**src/rtl/core/rcbm_pkg.sv**
```systemverilog
// Shared types, sizes and cosine table builder for the common-band window.
package rcbm_pkg;

	localparam int MAX_BINS = 65536;
	localparam int COS_TABLE_ENTRIES = 1024;

	localparam int Q16_ONE = 65536;
	localparam longint unsigned Q30_ONE = 64'd1073741824;
	localparam longint unsigned PI_Q30 = 64'd3373259426;

	// Largest usable FFT length: the register field is 17 bits wide
	localparam int N_MAX = (MAX_BINS < 131071) ? MAX_BINS : 131071;
	localparam int NW = $clog2(N_MAX + 1);
	// Signed bin number k, wide enough for any 16-bit index
	localparam int KW = ((NW > 16) ? NW : 16) + 1;
	// 2*k*prf and (ref+sec)*N
	localparam int P1W = KW + 32;
	localparam int P2W = 33 + NW + 1;
	// Magnitude of the offset numerator
	localparam int DW = (P1W > P2W) ? P1W : P2W;
	// Modulus 2*N*prf
	localparam int MW = NW + 32;
	// Band edges and transition denominator
	localparam int LW = 49;
	// Remainder width shared by all divider cells
	localparam int RW = (MW > LW) ? MW : LW;
	localparam int QW = 32;
	// Quotient bits of the transition ratio (one integer bit, 17 fraction bits)
	localparam int TQW = 18;

	localparam int HALF_N = COS_TABLE_ENTRIES / 2 + 1;
	localparam int HIW = $clog2(HALF_N);
	localparam int JW = $clog2(COS_TABLE_ENTRIES + 1);

	// Reset values of the registers and of their derived products
	localparam int RST_N = (4096 > N_MAX) ? N_MAX : 4096;
	localparam int RST_PRF = 256;
	localparam int RST_BETA = 16384;
	localparam longint RST_MOD = 2 * RST_N * RST_PRF;

	localparam longint unsigned TAY_DIV [1:6] = '{64'd2, 64'd12, 64'd30, 64'd56, 64'd90, 64'd132};

	typedef enum logic [1:0] {
		CFG_BANDWIDTH  = 2'd0,
		CFG_PULSE_RATE = 2'd1,
		CFG_ROLLOFF    = 2'd2,
		CFG_BINS       = 2'd3
	} cfg_idx_t;

	typedef enum logic [1:0] {
		REGION_PASS  = 2'd0,
		REGION_TRANS = 2'd1,
		REGION_STOP  = 2'd2
	} region_t;

	// Per-item data that rides along the divider chains
	typedef struct packed {
		logic [31:0] shift;
		logic        err;
		region_t     region;
	} side_t;

	// Working word of one divider cell
	typedef struct packed {
		logic [RW-1:0] rem;
		logic [DW-1:0] dvd;
		logic [QW-1:0] quo;
		side_t         side;
	} cell_t;

	typedef logic [16:0] half_tab_t [HALF_N];

	// 0.5*(1+cos(pi*j/E)) in Q16 for 2*j <= E, Q30 Taylor series
	function automatic longint unsigned half_taper(longint unsigned j);
		longint unsigned a;
		longint unsigned a2;
		longint unsigned p;
		longint unsigned r;
		a = (PI_Q30 * j) / COS_TABLE_ENTRIES;
		a2 = (a * a) >> 30;
		r = Q30_ONE;
		for (int n = 6; n >= 1; n--) begin
			p = ((a2 * r) >> 30) / TAY_DIV[n];
			r = (p > Q30_ONE) ? 64'd0 : Q30_ONE - p;
		end
		return (Q30_ONE + r + 64'd16384) >> 15;
	endfunction

	function automatic half_tab_t build_half_tab();
		half_tab_t t;
		for (int i = 0; i < HALF_N; i++) begin
			t[i] = 17'(half_taper(64'(i)));
		end
		return t;
	endfunction

endpackage

```
**src/rtl/core/rcbm_div_cell.sv**
```systemverilog
// One restoring-division cell: shifts in a dividend bit, subtracts when it fits.
module rcbm_div_cell (
	input  logic                       clk,
	input  logic                       arst_n,
	input  logic                       adv,
	input  logic [rcbm_pkg::RW-1:0]    divisor,
	input  logic                       in_vld,
	input  rcbm_pkg::cell_t            in_data,
	output logic                       out_vld,
	output rcbm_pkg::cell_t            out_data
);
	import rcbm_pkg::*;

	logic [RW:0] trial;
	logic        take;

	// Bring down the next dividend bit and test the divisor
	assign trial = {in_data.rem, in_data.dvd[DW-1]};
	assign take = (trial >= {1'b0, divisor});

	// Advance the valid flag
	always_ff @(posedge clk or negedge arst_n) begin
		if (!arst_n) begin
			out_vld <= 1'b0;
		end else if (adv) begin
			out_vld <= in_vld;
		end
	end

	// Advance the working word to the neighbor
	always_ff @(posedge clk) begin
		if (adv) begin
			out_data.rem <= take ? RW'(trial - {1'b0, divisor}) : trial[RW-1:0];
			out_data.dvd <= in_data.dvd << 1;
			out_data.quo <= {in_data.quo[QW-2:0], take};
			out_data.side <= in_data.side;
		end
	end

`ifndef SYNTHESIS
	a_hold: assert property (@(posedge clk) disable iff (!arst_n)
		!adv |=> $stable(out_vld) && $stable(out_data))
		else $error("divider cell changed while held");
	a_rem: assert property (@(posedge clk) disable iff (!arst_n)
		(adv && in_vld && (in_data.rem < divisor)) |=> (out_data.rem < $past(divisor)))
		else $error("partial remainder not below divisor");
	a_vld: assert property (@(posedge clk) disable iff (!arst_n)
		adv |=> (out_vld == $past(in_vld)))
		else $error("valid flag lost in divider cell");
`endif

endmodule

```
**config.mk**
```make
export PLATFORM = sky130hd
export DESIGN_NAME = rcbm_div_cell
export DESIGN_NICKNAME = d
export VERILOG_FILES = /design/src/rtl/core/rcbm_pkg.sv /design/src/rtl/core/rcbm_div_cell.sv
export SDC_FILE = /design/constraint.sdc
export NUM_CORES = 1
export LEC_CHECK = 0
export BUFFER_PORTS_ARGS = -buffer_cell sky130_fd_sc_hd__buf_4
export CORE_AREA = 2 2 150 152
export DETAILED_ROUTE_END_ITERATION = 8
export DIE_AREA = 0 0 152 154
export HOLD_SLACK_MARGIN = 0.06
export PLACE_DENSITY = 0.69
export SYNTH_ARGS = -nofsm -noshare
export SYNTH_HDL_FRONTEND = slang
export SYNTH_SLANG_ARGS = --single-unit
```
**constraint.sdc**
```tcl
create_clock -name clk -period 2 [get_ports clk]
set_clock_uncertainty 0.15 [all_clocks]
set_input_delay 0.4 -clock clk [delete_from_list [all_inputs] [get_ports clk]]
set_output_delay 0.4 -clock clk [all_outputs]
set_load 0.1 [all_outputs]
```
* Word level (Yosys, flattened, before mapping) *
Index checks and enable logic that the tools add are counted.

storage, ports and cells
  flip-flop bits (word level) = 167
  input port bits = 220
  logic and storage cells = 10

operators by class
  add/sub/neg operators = 1
  magnitude comparators = 1
  muxes and demuxes = 1

operator list
  cell                                          count
  greater-or-equal comparator 50 x 49 -> 1 bit  1
  2-to-1 mux 49 bit                             1
  subtractor 49 bit                             1

* Longest topological paths before layout *
  depth after elaboration = 2
  depth in mapped cells = 15
  depth with buffers taken out = 14

* Worst setup path after synthesis *
Ideal clock, no wire load.

  path type = input -> register
  start point = in in_data[117] (netlist name)
  end point = reg out_data[119] (netlist name) (data pin)
  data arrival time = 3.018 ns
  data required time = 1.588 ns
  setup slack = -1.431 ns
  stages on the path = 14
  path buffers = 1
  cell sequence = inv_1 ha_1 inv_1 fa_1 a21oi_1 o22ai_1 o211ai_1 o221ai_2 a21oi_2 o41ai_4 a211oi_4 o31ai_4 buf_4 mux2_1

on the way
  longest elaborated chain between the ends = 2
  elaborated cells on any way between the ends = 3
  classes of those cells = 1 x add/sub; 1 x order compare; 1 x mux

RTL lines
  element                                                                            line                                      source
  from (decl)                                                                        rcbm_div_cell.sv:8                        input rcbm_pkg::cell_t in_data,
  subtractor 49 bit or greater-or-equal comparator 50 x 49 -> 1 bit (tied branches)  rcbm_div_cell.sv:33, rcbm_div_cell.sv:19
  2-to-1 mux 49 bit *                                                                rcbm_div_cell.sv:33                       out_data.rem <= take ? RW'(trial - {1'b0, divisor}) : trial[RW-1:0];
  to (decl)                                                                          rcbm_div_cell.sv:10                       output rcbm_pkg::cell_t out_data

Every way passes the cells marked *; elsewhere a longest branch is shown, timed or not.
A chain may end at the register's enable or synchronous reset.

* Final worst setup path *
  start point = in in_data[117] (netlist name)
  end point = reg out_data[132] (netlist name) (data pin)

Same word-level chain as after synthesis.

==> flow_summary.json <==
{
  "synth_top_area_frac": 0.586,
  "synth_compound_area_frac": 0.143,
  "setup_violations": 50,
  "fin_ws_ps": -1120,
  "hold_depth": 2,
  "cts_sinks": 167,
  "area_growth_pct": 85.0,
  "avgSynthCellArea_sq_um": 11.9,
  "clockBufferDepth": 2,
  "fin_cells": 1708,
  "post-dp-hpwl_mm": 23.8,
  "ys.flop_type": "edfxtp_1",
  "antenna_found_initial": 0,
  "r2r_cells": 1,
  "rrSetupSlack_ps": 1110,
  "grt_max_degree": 57,
  "hold_path.class": "in -> reg",
  "ys_ff_latch": 167,
  "ys_warn_count": 0,
  "wl_per_cell_um": 20.1,
  "synth_xor_area_frac": 0.0473,
  "crit_path_end_kind": "register",
  "synthAdderAreaFrac": 0.0744,
  "routed-via-count": 8503,
  "dpl.cell_count": 1541,
  "final.period_utilization": 1.56,
  "ys_types": 54,
  "critPathRequiredTime_ps": 2030,
  "cts_root_buf": "clkbuf_16",
  "min_from": "in_data[153]",
  "start_util": 0.392,
  "synth_simple_gate_area_frac": 0.0848,
  "async_flop_share": 0.00599,
  "p_total_mw": 13.8,
  "drv_cap": 0,
  "wl_mm": 34.3,
  "startpoint": "in_data[117]",
  "fin_setup_tns_ps": -51290,
  "die_w_um": 152,
  "worstPathMaxFanout": 5,
  "endpoint": "out_data[132]",
  "coreArea_sq_mm": 0.0217,
  "slew_viol_final": 0,
  "rr_startpoint": "out_vld",
  "synth_area_leaders": "edfxtp_1, ha_1, a21oi_1",
  "dieArea_sq_mm": 0.0234,
  "grt_pass1_vias": 8891,
  "yosysMostFrequentCell": "edfxtp_1",
  "grt_pass1_wl_mm": 50.4,
  "rsz0062_at_grt": "true",
  "track_usage": 0.283,
  "initialDrtViolationCount": 409,
  "die_height_um": 154,
  "grt_overflow_total": 0,
  "yosysSeqAreaShare": 0.589,
  "critPathKind": "in -> reg",
  "clkTransAtPathRegs_ps": 80,
  "syn_nets": 984,
  "synth_top_cell_by_area": "edfxtp_1",
  "drive_above_1_share": 0.503,
  "violations": "negative setup slack",
  "hold_viol": 0,
  "fmax_ghz": 0.321,
  "cts_buffers": 17,
  "cp_cell_sequence": "buf_8 > clkinv_8 > ha_4 > inv_2 > fa_2 > a21oi_4 > o22ai_2 > o211ai_1 > o221ai_2 > a21oi_2 > o41ai_4 > a211oi_4 > o31ai_4 > buf_6 > buf_12 > buf_16 > nor2_4 > a21oi_2",
  "netlist_top_cells_count": "edfxtp_1, a21oi_1, inv_1, nor2_1, ha_1",
  "synthCells": 714,
  "clkLatencyLatePin_ps": 430,
  "worstSetupStartpointType": "primary input",
  "fillers": 1463,
  "cp_common_cell": "a21oi_2",
  "ir_worst_vdd_mv": 0.542,
  "route.detailed.drc": 0,
  "detail_route.first_pass.iterations": 5,
  "tritoncts": "yes",
  "outcome": "complete, but fails checks",
  "final_util": 0.726,
  "synthesis.area_sq_mm": 0.00851,
  "htree_levels": 4,
  "io_buffers": 385,
  "leakage_nw": 7.11,
  "vias_per_cell": 4.98,
  "finalNetCount": 1685,
  "synth_top_family_by_area": "compound AO/OA/AOI/OAI gates",
  "timing.rr.end": "out_vld",
  "drtAntennaViolNets": 0,
  "gp_congestion": 0.876,
  "diodes": 0,
  "critical-path-slowest-cell": "fa_2",
  "cp.arrival_ps": 3150,
  "pre_cts_ws_ps": -1650,
  "slowest_delay_ps": 370,
  "fin_crit_ps": 3120,
  "power_density_mw_per_mm2": 879,
  "synth-edff-count": 166,
  "rows": 54,
  "synth_mux_area_frac": 0.0159,
  "pin_count": 388
}
## cell usage in the layout, fill, tap and decap left out, types with 5 or more instances in the layout
master | synthesis | final
a21oi_2 | 1 | 15
xor2_1 | 17 | 17
nor2_1 | 61 | 29
nand2_1 | 26 | 26
xnor2_1 | 29 | 29
a21oi_1 | 90 | 75
buf_6 | 0 | 10
nor2_4 | 0 | 25
o21ai_0 | 18 | 17
ha_4 | 0 | 7
a21o_1 | 25 | 25
inv_1 | 64 | 61
mux2_4 | 0 | 11
nand3_1 | 11 | 11
edfxtp_1 | 166 | 166
nor2_2 | 0 | 7
dlygate4sd3_1 | 0 | 118
a31oi_1 | 5 | 5
clkbuf_16 | 0 | 17
o21a_1 | 7 | 7
o21bai_1 | 12 | 11
nand4_1 | 20 | 20
buf_4 | 5 | 574
buf_12 | 0 | 7
ha_1 | 49 | 42
## state kept, by name, summed over array words and instances (netlist names)
register / cells
out_data: 166
out_vld: 1
## critical path, delay by kind of cell
kind            cells  cell delay (ps)
compound gates      9             1540
fa+ha+maj           2              500
simple gates        1              100
buf+inv             6              610
## how the worst min path moves through the flow
stage,to,slack (ps)
6_report,out_data[154],130
5_1_grt,out_vld,120
4_1_cts,out_data[154],110
3_5_place_dp,out_vld,30
3_3_place_gp,out_vld,40
2_1_floorplan,out_vld,-50
## layout make-up
class                      instances  area [sq um]  area share
timing repair buffer             714          5870       0.373
sequential                       167          5010       0.318
multi-input combinational        451          3650       0.232
clock buffer                      18           429      0.0273
tap                              280           350      0.0222
inverter                          64           253      0.0161
clock inverter                    14           186      0.0118
## through the flow
step	hold slack [ps]	instance area, sq um
floorplan	-45.6	8630
global route	116	15700
CTS	105	15500
detailed placement	34.8	13200
global placement	38.0	13200
finish	131	15700
## logic make-up after synthesis
kind of cell,after synthesis
multiplexers,12
flip-flops,167
other,1
AND/OR/NAND/NOR,152
XOR/XNOR,46
adder cells (fa/ha/maj),50
buffers and inverters,96
AO/OA/AOI/OAI,190
## layer usage
metal	vias to the layer above	part of all wire	global-route usage	routed length (um)
met5	-	0	0	0
met4	0	0.053	0.140	1820
met3	87	0.065	0.0795	2220
met2	362	0.51	0.495	17400
met1	4032	0.38	0.317	12900
li1	4022	-	-	-
## power by group
part	switching [mW]	internal [mW]
clock	1.59	1.91
combinational	3.99	1.94
sequential	0.125	4.29
total	5.71	8.14
## what timing repair did
action | 4_1_cts | 5_1_grt
resized for setup | 70 | 45
endpoints found under the setup margin | 50 | 50
hold endpoints to repair | 118 | 0
gates cloned | 5 | 0
pin swaps | 12 | 20
buffers inserted | 9 | 5
hold buffers | 118 | 0
Note: power is estimated with default switching activity, not from simulation.
